--- src/hdl/i2c_eeprom_master_assert.svh ---
// Assertion macros for the I2C EEPROM master.
`ifndef I2C_EEPROM_MASTER_ASSERT_SVH
`define I2C_EEPROM_MASTER_ASSERT_SVH
// Check that an implication holds at every clock edge out of reset.
`define IEM_ASSERT_IMP(lbl, ante, cons) \
  lbl: assert property (@(posedge clk) disable iff (!rst_n) (ante) |-> (cons)) \
    else $error("assertion failed");
// Check that an implication holds in the cycle after its antecedent.
`define IEM_ASSERT_NXT(lbl, ante, cons) \
  lbl: assert property (@(posedge clk) disable iff (!rst_n) (ante) |=> (cons)) \
    else $error("assertion failed");
`endif

--- src/hdl/iem_pkg.sv ---
// Package: constants and types for the I2C EEPROM master.
package iem_pkg;
  localparam int BUF_DEPTH = 256;
  localparam int BUF_AW = $clog2(BUF_DEPTH);

  localparam logic [4:0] ST_IDLE = 5'd0;
  localparam logic [4:0] ST_START1 = 5'd1;
  localparam logic [4:0] ST_TX_DEV = 5'd2;
  localparam logic [4:0] ST_ACK_DEV = 5'd3;
  localparam logic [4:0] ST_TX_AHI = 5'd4;
  localparam logic [4:0] ST_ACK_AHI = 5'd5;
  localparam logic [4:0] ST_TX_ALO = 5'd6;
  localparam logic [4:0] ST_ACK_ALO = 5'd7;
  localparam logic [4:0] ST_START2 = 5'd8;
  localparam logic [4:0] ST_TX_DEVR = 5'd9;
  localparam logic [4:0] ST_ACK_DEVR = 5'd10;
  localparam logic [4:0] ST_RX = 5'd11;
  localparam logic [4:0] ST_MACK = 5'd12;
  localparam logic [4:0] ST_TX_DATA = 5'd13;
  localparam logic [4:0] ST_ACK_DATA = 5'd14;
  localparam logic [4:0] ST_STOP = 5'd15;
  localparam logic [4:0] ST_SETTLE = 5'd16;

  localparam logic [1:0] MODE_TICK = 2'd0;
  localparam logic [1:0] MODE_PUSH = 2'd1;
  localparam logic [1:0] MODE_WRITE = 2'd2;
  localparam logic [1:0] MODE_READ = 2'd3;

  localparam logic [1:0] REG_DEV = 2'd0;
  localparam logic [1:0] REG_AMODE = 2'd1;
  localparam logic [1:0] REG_TIMEOUT = 2'd2;
  localparam logic [1:0] REG_SETTLE = 2'd3;

  typedef struct packed {
    logic                push;
    logic [BUF_AW-1:0]   waddr;
    logic [7:0]          wdata;
    logic                rd;
    logic [BUF_AW-1:0]   raddr;
  } buf_req_t;
endpackage

--- src/hdl/iem_buffer.sv ---
// Write byte buffer memory, one write and one registered read port.
module iem_buffer (
  input  logic                    clk,
  input  iem_pkg::buf_req_t       req,
  output logic [7:0]              rdata
);
  logic [7:0] mem [iem_pkg::BUF_DEPTH];

  always_ff @(posedge clk) begin
    if (req.push) begin
      mem[req.waddr] <= req.wdata;
    end
    if (req.rd) begin
      rdata <= mem[req.raddr];
    end
  end
endmodule

--- src/hdl/i2c_eeprom_master.sv ---
// Results leave in the cycle after their item; a full output stage adds none.
// Throughput: one item per cycle while not stalled; each item is one sequencer step.
// A data byte is read from the buffer memory on the item before its load; a byte
// pushed on the load item or the item before it is forwarded around the memory.
// Reset (synchronous, active low) clears control state and restores register
// defaults; the buffer memory holds no reset value and unwritten entries are never loaded.
module i2c_eeprom_master (
  input  logic        clk,
  input  logic        rst_n,
  input  logic        cfg_we,
  input  logic [1:0]  cfg_index,
  input  logic [19:0] cfg_wdata,
  input  logic        in_valid,
  output logic        in_stall,
  input  logic [1:0]  in_mode,
  input  logic [15:0] in_memory_address,
  input  logic [7:0]  in_byte_count,
  input  logic [7:0]  in_data_byte,
  input  logic        in_sda_in,
  output logic        out_valid,
  input  logic        out_stall,
  output logic        out_scl_level,
  output logic        out_sda_level,
  output logic        out_sda_drive,
  output logic        out_read_valid,
  output logic [7:0]  out_read_byte,
  output logic        out_read_last,
  output logic        out_busy_res,
  output logic        out_ack_error
);
  localparam int AW = iem_pkg::BUF_AW;

  logic [7:0]  dev_r;
  logic [1:0]  amode_r;
  logic [7:0]  tmo_r;
  logic [19:0] settle_r;

  logic [4:0]  st_r, st_nxt;
  logic [1:0]  ph_r, ph_nxt;
  logic [2:0]  bi_r, bi_nxt;
  logic [7:0]  sh_r, sh_nxt;
  logic [7:0]  left_r, left_nxt;
  logic [15:0] addr_r, addr_nxt;
  logic        rd_r, rd_nxt;
  logic [19:0] wc_r, wc_nxt;
  logic [AW:0] fill_r, fill_nxt;
  logic [AW:0] take_r, take_nxt;
  logic        err_r, err_nxt;
  logic        byp_r;
  logic [7:0]  byp_d_r;

  logic        ov_r;
  logic        o_scl, o_sdl, o_drv, o_rv, o_rl, o_busy, o_err;
  logic [7:0]  o_rb;
  logic        scl, sdl, drv, rv, rl;
  logic [7:0]  rb;

  iem_pkg::buf_req_t req;
  logic [7:0]  rdata;

  logic acc;
  logic [1:0] em;
  logic [7:0] devb;

  assign in_stall = ov_r && out_stall;
  assign acc = in_valid && !in_stall;

  iem_buffer u_buf (.clk(clk), .req(req), .rdata(rdata));

  always_ff @(posedge clk) begin
    if (!rst_n) begin
      dev_r <= 8'd160;
      amode_r <= 2'd1;
      tmo_r <= 8'd250;
      settle_r <= 20'd10000;
    end else if (cfg_we) begin
      unique case (cfg_index)
        iem_pkg::REG_DEV:     dev_r <= cfg_wdata[7:0];
        iem_pkg::REG_AMODE:   amode_r <= cfg_wdata[1:0];
        iem_pkg::REG_TIMEOUT: tmo_r <= cfg_wdata[7:0];
        default:              settle_r <= cfg_wdata;
      endcase
    end
  end

  // Data bytes are loaded through a read issued one item earlier; the take pointer
  // addresses it. Prefetch read is issued every accepted item.
  always_comb begin
    logic [4:0] st;
    logic [1:0] ph;
    logic       load;
    logic [19:0] wci;
    st_nxt = st_r; ph_nxt = ph_r; bi_nxt = bi_r; sh_nxt = sh_r;
    left_nxt = left_r; addr_nxt = addr_r; rd_nxt = rd_r; wc_nxt = wc_r;
    fill_nxt = fill_r; take_nxt = take_r; err_nxt = err_r;
    scl = 1'b1; sdl = 1'b1; drv = 1'b0; rv = 1'b0; rb = 8'd0; rl = 1'b0;
    load = 1'b0;
    wci = 20'd0;
    req.push = 1'b0;
    req.waddr = fill_r[AW-1:0];
    req.wdata = in_data_byte;
    req.rd = acc;
    req.raddr = take_r[AW-1:0];

    if (in_mode == iem_pkg::MODE_PUSH && !fill_r[AW]) begin
      req.push = acc;
      fill_nxt = fill_r + 1'b1;
    end
    if (in_mode[1] && st_r == iem_pkg::ST_IDLE) begin
      addr_nxt = in_memory_address;
      left_nxt = in_byte_count;
      rd_nxt = in_mode == iem_pkg::MODE_READ;
      err_nxt = 1'b0;
      take_nxt = '0;
      st_nxt = iem_pkg::ST_START1;
      ph_nxt = 2'd0;
      bi_nxt = 3'd0;
    end
    st = st_nxt;
    ph = ph_nxt;
    em = (amode_r == 2'd0) ? 2'd1 : amode_r;
    devb = (em == 2'd3) ? ((dev_r & 8'hFE) + {addr_nxt[14:8], 1'b0}) : (dev_r & 8'hFE);
    scl = (ph == 2'd1) || (ph == 2'd2);

    unique case (st)
      iem_pkg::ST_IDLE: scl = 1'b1;
      iem_pkg::ST_START1, iem_pkg::ST_START2: begin
        drv = 1'b1;
        sdl = ph < 2'd2;
        if (ph == 2'd3) begin
          st_nxt = (st == iem_pkg::ST_START1) ? iem_pkg::ST_TX_DEV : iem_pkg::ST_TX_DEVR;
          sh_nxt = (st == iem_pkg::ST_START1) ? devb : (devb | 8'h01);
          bi_nxt = 3'd0; ph_nxt = 2'd0;
        end else ph_nxt = ph + 2'd1;
      end
      iem_pkg::ST_TX_DEV, iem_pkg::ST_TX_AHI, iem_pkg::ST_TX_ALO,
      iem_pkg::ST_TX_DEVR, iem_pkg::ST_TX_DATA: begin
        drv = 1'b1;
        sdl = sh_r[3'd7 - bi_r];
        if (ph == 2'd3) begin
          ph_nxt = 2'd0;
          if (bi_r == 3'd7) begin
            st_nxt = st + 5'd1; bi_nxt = 3'd0; wc_nxt = 20'd0;
          end else bi_nxt = bi_r + 3'd1;
        end else ph_nxt = ph + 2'd1;
      end
      iem_pkg::ST_ACK_DEV, iem_pkg::ST_ACK_AHI, iem_pkg::ST_ACK_ALO,
      iem_pkg::ST_ACK_DEVR, iem_pkg::ST_ACK_DATA: begin
        if (ph == 2'd2) begin
          if (!in_sda_in) ph_nxt = 2'd3;
          else begin
            wci = wc_r + 20'd1;
            wc_nxt = wci;
            if (wci > {12'd0, tmo_r}) begin
              err_nxt = 1'b1; st_nxt = iem_pkg::ST_STOP; ph_nxt = 2'd0; bi_nxt = 3'd0;
            end
          end
        end else if (ph == 2'd3) begin
          ph_nxt = 2'd0; bi_nxt = 3'd0;
          priority case (st)
            iem_pkg::ST_ACK_DEV: begin
              st_nxt = (em == 2'd2) ? iem_pkg::ST_TX_AHI : iem_pkg::ST_TX_ALO;
              sh_nxt = (em == 2'd2) ? addr_r[15:8] : addr_r[7:0];
            end
            iem_pkg::ST_ACK_AHI: begin
              st_nxt = iem_pkg::ST_TX_ALO; sh_nxt = addr_r[7:0];
            end
            iem_pkg::ST_ACK_ALO: begin
              if (rd_r) st_nxt = iem_pkg::ST_START2;
              else load = 1'b1;
            end
            iem_pkg::ST_ACK_DEVR: begin
              st_nxt = iem_pkg::ST_RX; sh_nxt = 8'd0;
            end
            default: begin
              left_nxt = left_r - 8'd1;
              load = 1'b1;
            end
          endcase
          if (load) begin
            if (left_nxt != 8'd0 && take_r < fill_nxt) begin
              st_nxt = iem_pkg::ST_TX_DATA;
              sh_nxt = (take_r == fill_r) ? in_data_byte : (byp_r ? byp_d_r : rdata);
              take_nxt = take_r + 1'b1;
            end else st_nxt = iem_pkg::ST_STOP;
          end
        end else ph_nxt = ph + 2'd1;
      end
      iem_pkg::ST_RX: begin
        if (ph == 2'd2) sh_nxt = {sh_r[6:0], in_sda_in};
        if (ph == 2'd3) begin
          ph_nxt = 2'd0;
          if (bi_r == 3'd7) begin
            rv = 1'b1; rb = sh_r; rl = left_r == 8'd1;
            left_nxt = left_r - 8'd1;
            st_nxt = iem_pkg::ST_MACK; bi_nxt = 3'd0;
          end else bi_nxt = bi_r + 3'd1;
        end else ph_nxt = ph + 2'd1;
      end
      iem_pkg::ST_MACK: begin
        drv = 1'b1;
        sdl = left_r == 8'd0;
        if (ph == 2'd3) begin
          ph_nxt = 2'd0; bi_nxt = 3'd0;
          if (left_r == 8'd0) st_nxt = iem_pkg::ST_STOP;
          else begin
            st_nxt = iem_pkg::ST_RX; sh_nxt = 8'd0;
          end
        end else ph_nxt = ph + 2'd1;
      end
      iem_pkg::ST_STOP: begin
        drv = 1'b1;
        sdl = ph >= 2'd2;
        if (ph >= 2'd2) begin
          ph_nxt = 2'd0; bi_nxt = 3'd0;
          if (!rd_r) begin
            fill_nxt = '0; take_nxt = '0;
          end
          if (!rd_r && !err_r && settle_r != 20'd0) begin
            st_nxt = iem_pkg::ST_SETTLE; wc_nxt = settle_r;
          end else st_nxt = iem_pkg::ST_IDLE;
        end else ph_nxt = ph + 2'd1;
      end
      iem_pkg::ST_SETTLE: begin
        scl = 1'b1;
        wci = (wc_r != 20'd0) ? wc_r - 20'd1 : wc_r;
        wc_nxt = wci;
        if (wci == 20'd0) begin
          st_nxt = iem_pkg::ST_IDLE; ph_nxt = 2'd0; bi_nxt = 3'd0;
        end
      end
      default: begin
        scl = 1'b1; st_nxt = iem_pkg::ST_IDLE; ph_nxt = 2'd0; bi_nxt = 3'd0;
      end
    endcase
    // the prefetch must address the entry the next load will take
    req.raddr = take_nxt[AW-1:0];
  end

  always_ff @(posedge clk) begin
    if (!rst_n) begin
      st_r <= iem_pkg::ST_IDLE; ph_r <= 2'd0; bi_r <= 3'd0; sh_r <= 8'd0;
      left_r <= 8'd0; addr_r <= 16'd0; rd_r <= 1'b0; wc_r <= 20'd0;
      fill_r <= '0; take_r <= '0; err_r <= 1'b0; ov_r <= 1'b0;
      byp_r <= 1'b0; byp_d_r <= 8'd0;
    end else begin
      if (acc) begin
        st_r <= st_nxt; ph_r <= ph_nxt; bi_r <= bi_nxt; sh_r <= sh_nxt;
        left_r <= left_nxt; addr_r <= addr_nxt; rd_r <= rd_nxt; wc_r <= wc_nxt;
        fill_r <= fill_nxt; take_r <= take_nxt; err_r <= err_nxt;
        byp_r <= req.push && (req.waddr == req.raddr);
        byp_d_r <= in_data_byte;
        ov_r <= 1'b1;
      end else if (!out_stall) ov_r <= 1'b0;
    end
  end

  always_ff @(posedge clk) begin
    if (acc) begin
      o_scl <= scl; o_sdl <= sdl; o_drv <= drv; o_rv <= rv; o_rb <= rb; o_rl <= rl;
      o_busy <= st_nxt != iem_pkg::ST_IDLE; o_err <= err_nxt;
    end
  end

  assign out_valid = ov_r;
  assign out_scl_level = o_scl;
  assign out_sda_level = o_sdl;
  assign out_sda_drive = o_drv;
  assign out_read_valid = o_rv;
  assign out_read_byte = o_rb;
  assign out_read_last = o_rl;
  assign out_busy_res = o_busy;
  assign out_ack_error = o_err;

  `include "i2c_eeprom_master_assert.svh"

  `IEM_ASSERT_IMP(a_take_le_fill, 1'b1, take_r <= fill_r)
  `IEM_ASSERT_IMP(a_fill_max, 1'b1, fill_r <= (AW+1)'(iem_pkg::BUF_DEPTH))
  `IEM_ASSERT_NXT(a_hold, ov_r && out_stall, ov_r)
  `IEM_ASSERT_IMP(a_rv_rb, ov_r && !o_rv, o_rb == 8'd0)
endmodule

--- config.mk ---
export PLATFORM = sky130hd
export DESIGN_NAME = i2c_eeprom_master
export DESIGN_NICKNAME = d
export VERILOG_FILES = /design/src/hdl/iem_pkg.sv /design/src/hdl/iem_buffer.sv /design/src/hdl/i2c_eeprom_master.sv
export VERILOG_INCLUDE_DIRS = /design/src /design/src/hdl
export SDC_FILE = /design/constraint.sdc
export NUM_CORES = 2
export LEC_CHECK = 0
export BUFFER_PORTS_ARGS = -buffer_cell sky130_fd_sc_hd__buf_4
export CAP_MARGIN = 20
export CORE_UTILIZATION = 30
export DETAILED_ROUTE_END_ITERATION = 10
export GPL_ROUTABILITY_DRIVEN = 0
export GPL_TIMING_DRIVEN = 0
export HOLD_SLACK_MARGIN = 0.06
export PLACE_DENSITY = 0.53
export SLEW_MARGIN = 5
export SYNTH_ARGS = -nofsm -noshare
export SYNTH_HDL_FRONTEND = slang
export SYNTH_SLANG_ARGS = --single-unit
--- constraint.sdc ---
create_clock -name clk -period 7.1 [get_ports clk]
set_clock_uncertainty 0.1 [all_clocks]
set_input_delay 1.42 -clock clk [delete_from_list [all_inputs] [get_ports clk]]
set_output_delay 1.42 -clock clk [all_outputs]
set_load 0.05 [all_outputs]
==> flow_summary.yaml <==
floorplanning:
  std_cell_rows: 201
  core_area_sq_um: 301000
  dieArea_sq_um: 306000
  die_h_um: 553
  fp.dieW_um: 553
  ios: 79
  initial_core_util: 0.303
route:
  dr.pass1.iters: 10
  wl_um: 355000
  drc: 0
  drtIter0Drc: 9388
  drt-wirelength-per-cell_um: 31.2
  drtAntennaViolNets: 0
  vias: 63400
  vias_per_cell: 5.57
yosys:
  yosysWarnings: 0
  syn_inst: 6870
  post-synth-top-area-fraction: 0.683
  synthAdderAreaFrac: 0.00572
  synth-seq-cells: 2200
  synth_top_family_by_area: "simple AND/OR/NAND/NOR gates"
  synth_top_area_cell: "edfxtp_1"
  synth.yosys.seq_area_share: 0.711
  synth_nets: 6973
  ys_async_sr_fraction: 0
  yosysUniqueCellTypes: 98
  synth.area.mux_share: 0.0565
  synthTopCellsByArea: "edfxtp_1 68%, nand2_1 5.8%, mux2i_1 5.6%"
  syn_area_sq_um: 91100
  synth-xor-area-share: 0.00500
  synth_compound_gate_area_share: 0.0736
  synth_edf_count: 2071
  yosys_most_used_dff: "edfxtp_1"
  syn_avg_cell_area_sq_um: 13.3
  synthSimpleGateAreaFrac: 0.122
final_layout:
  final_cell_mix: "2071 x edfxtp_1, 1408 x nand2_1, 505 x mux2i_1, 421 x nand3_1, 390 x nor2_1"
  layout_commonest_cell: "edfxtp_1"
  stdcell_count: 11400
  finalNetCount: 7353
  final_util: 0.352
  area_growth_pct: 16.4
  drive_gt1_frac: 0.119
critical_path:
  r2r-end: "u_buf.rdata[7]$_DFFE_PP_"
  critPathLaunch: "in_mode[1]"
  rrSetupSlack_ps: 150
  endpoint: "u_buf.rdata[7]$_DFFE_PP_"
  crit_chain: "buf_4, nor3b_4, nand3_1, nor2_1, nand4_1, xor2_1, ha_1, nand2_1, o21ai_0, a41oi_1, and4_1, o31ai_2, buf_4, a211oi_4, buf_4, buf_4, buf_2, nand2_1, a21oi_1, nor4_4, o22ai_1, nor3_1, nor4_4"
  path_class: "in2reg"
  path_delay_family: "simple AND/OR/NAND/NOR gates"
  rr_worst_depth: 20
  cp_common_cell: "buf_4"
  cpPeakStageDelay_ps: 520
  rr_startpoint: "fill_r[6]$_SDFFE_PN0P_"
  worst-path-buf-inv: 5
  end_kind: "flip-flop"
  critPathRequiredTime_ps: 7560
  path_depth: 23
  cp-start-kind: "input port"
  worstPathArrival_ps: 7570
  crit_path_max_fanout: 10
  crit_slowest_cell: "nor4_4"
global_routing:
  grt_pass1_vias: 59600
  grt-ovfl-total: 0
  grt_pass1_wl_um: 480000
  antenna_found_initial: 24
  grt_max_degree: 138
  grtUsageTotal: 0.224
min_path:
  holdCritPathClass: "reg2reg"
cts:
  clk_pin_slew_ps: 60
  numCtsBuffers: 228
  htreeDepth: 4
  root_buffer: "clkbuf_16"
  cts_tree: "yes"
  cts_hold_buffers: 0
  cts_buffer_depth: 4
  clkSinkCount: 2200
  clk_latency_ps: 950
timing:
  slew_viol_final: 0
  worst-slew-pin-transition_ps: 1250
  timing.fmax_mhz: 141
  fin_crit_sh: 1.00
  slew_headroom: 0.167
  timing.final.ws_setup_ps: -16.1
  setup_viol: 1
  finalHoldViolCount: 0
  finalCriticalPeriod_ps: 7120
  holdWs_ps: 361
  tns_ps: -16.1
place:
  hpwl_um: 253000
  port_buffers: 78
  placed_cells: 11000
status:
  violations: "setup timing"
  status: "finished with violations"
pwr:
  p_total_mw: 28.3
  p_per_area_nw_per_um2: 267
  peakVddDrop_mv: 0.256
  p_leak_nw: 36.8
job:
  cap_viol_max_count: 0
## through the flow
step | setup slack, ps | area [sq um]
3_3_place_gp | -2610 | 96600
5_1_grt | -17.8 | 106000
2_1_floorplan | 1590 | 91100
6_report | -16.1 | 106000
4_1_cts | -10.6 | 106000
3_5_place_dp | -2550 | 97700
## kinds of logic after synthesis
family	after synthesis
xor gates and xnor gates	52
muxes	511
and+or+nand+nor	2580
buffers and inverters	523
DFF	2200
adders and majority gates	41
AOI/OAI and AO/OA	963
## Yosys cell counts, drive strengths merged (19+ instances only)
cell,number
nand2,1411
a311oi,22
nor3,57
nand2b,19
edfxtp,2071
nor4,58
inv,56
nand4,103
mux2i,506
a31oi,74
a211oi,44
o21ai,105
o22ai,78
ha,40
or2,20
a21oi,251
xor2,26
nor2,397
xnor2,26
buf,247
nand3,421
a221oi,19
and3,21
dfxtp,129
o211ai,39
clkbuf,217
a32oi,170
## metal layers
metal	wire length [um]	part of all wire	global-route usage	vias up
met5	272	0.00077	0.00500	-
met4	23600	0.066	0.128	12
met3	41400	0.12	0.0692	821
met2	153000	0.43	0.336	3905
met1	137000	0.39	0.286	32000
li1	-	-	-	26700
## worst min-delay path, cell delays in order, from the launching register on
cell and delay, ps:
dfxtp_1 310, nand2_1 50, a21oi_1 60
## sequential cells by signal, indices dropped and copies added (netlist names), 8 cells and up
name and cells:
u_buf.mem 2048, settle_r 20, wc_r 20, addr_r 16
fill_r 9, take_r 9, byp_d_r 8, left_r 8
out_read_byte 8, sh_r 8, tmo_r 8, u_buf.rdata 8
## worst min-delay path by stage
| stage | from | to | slack, ps | depth (start not counted) |
|---|---|---|---|---|
| floorplan | addr_r[7]$_SDFFE_PN0P_ | addr_r[7]$_SDFFE_PN0P_ | 340 | 2 |
| global route | addr_r[2]$_SDFFE_PN0P_ | addr_r[2]$_SDFFE_PN0P_ | 380 | 2 |
| global placement | byp_d_r[6]$_SDFFE_PN0P_ | byp_d_r[6]$_SDFFE_PN0P_ | 340 | 2 |
| finish | byp_d_r[1]$_SDFFE_PN0P_ | byp_d_r[1]$_SDFFE_PN0P_ | 360 | 2 |
| detailed placement | addr_r[2]$_SDFFE_PN0P_ | addr_r[2]$_SDFFE_PN0P_ | 350 | 2 |
| CTS | addr_r[2]$_SDFFE_PN0P_ | addr_r[2]$_SDFFE_PN0P_ | 360 | 2 |
## report_power, final
part           internal [mW]  switching [mW]  leakage [nW]
clock                   6.72            5.21          3.52
sequential              14.2          0.0285          19.7
combinational          0.538            1.64          13.6
## repair_timing
item / in CTS / in global routing
cloned: 0 / 0
buffers inserted: 6 / 5
pin swaps: 3 / 5
gates resized for setup: 158 / 102
setup endpoints to repair: 8 / 8
## area by class of cell
type | count | area, sq um
fillers | 29200 | 195000
clock buffers | 277 | 5920
inverters | 59 | 221
clock inverters | 125 | 1310
flip-flops and latches | 2200 | 64800
repair buffers | 152 | 1760
multi-input cells | 4147 | 24700
plain buffers | 462 | 2330
well taps | 3958 | 4950
diodes | 9 | 22.5
Note: power is estimated with default switching activity, not from simulation.
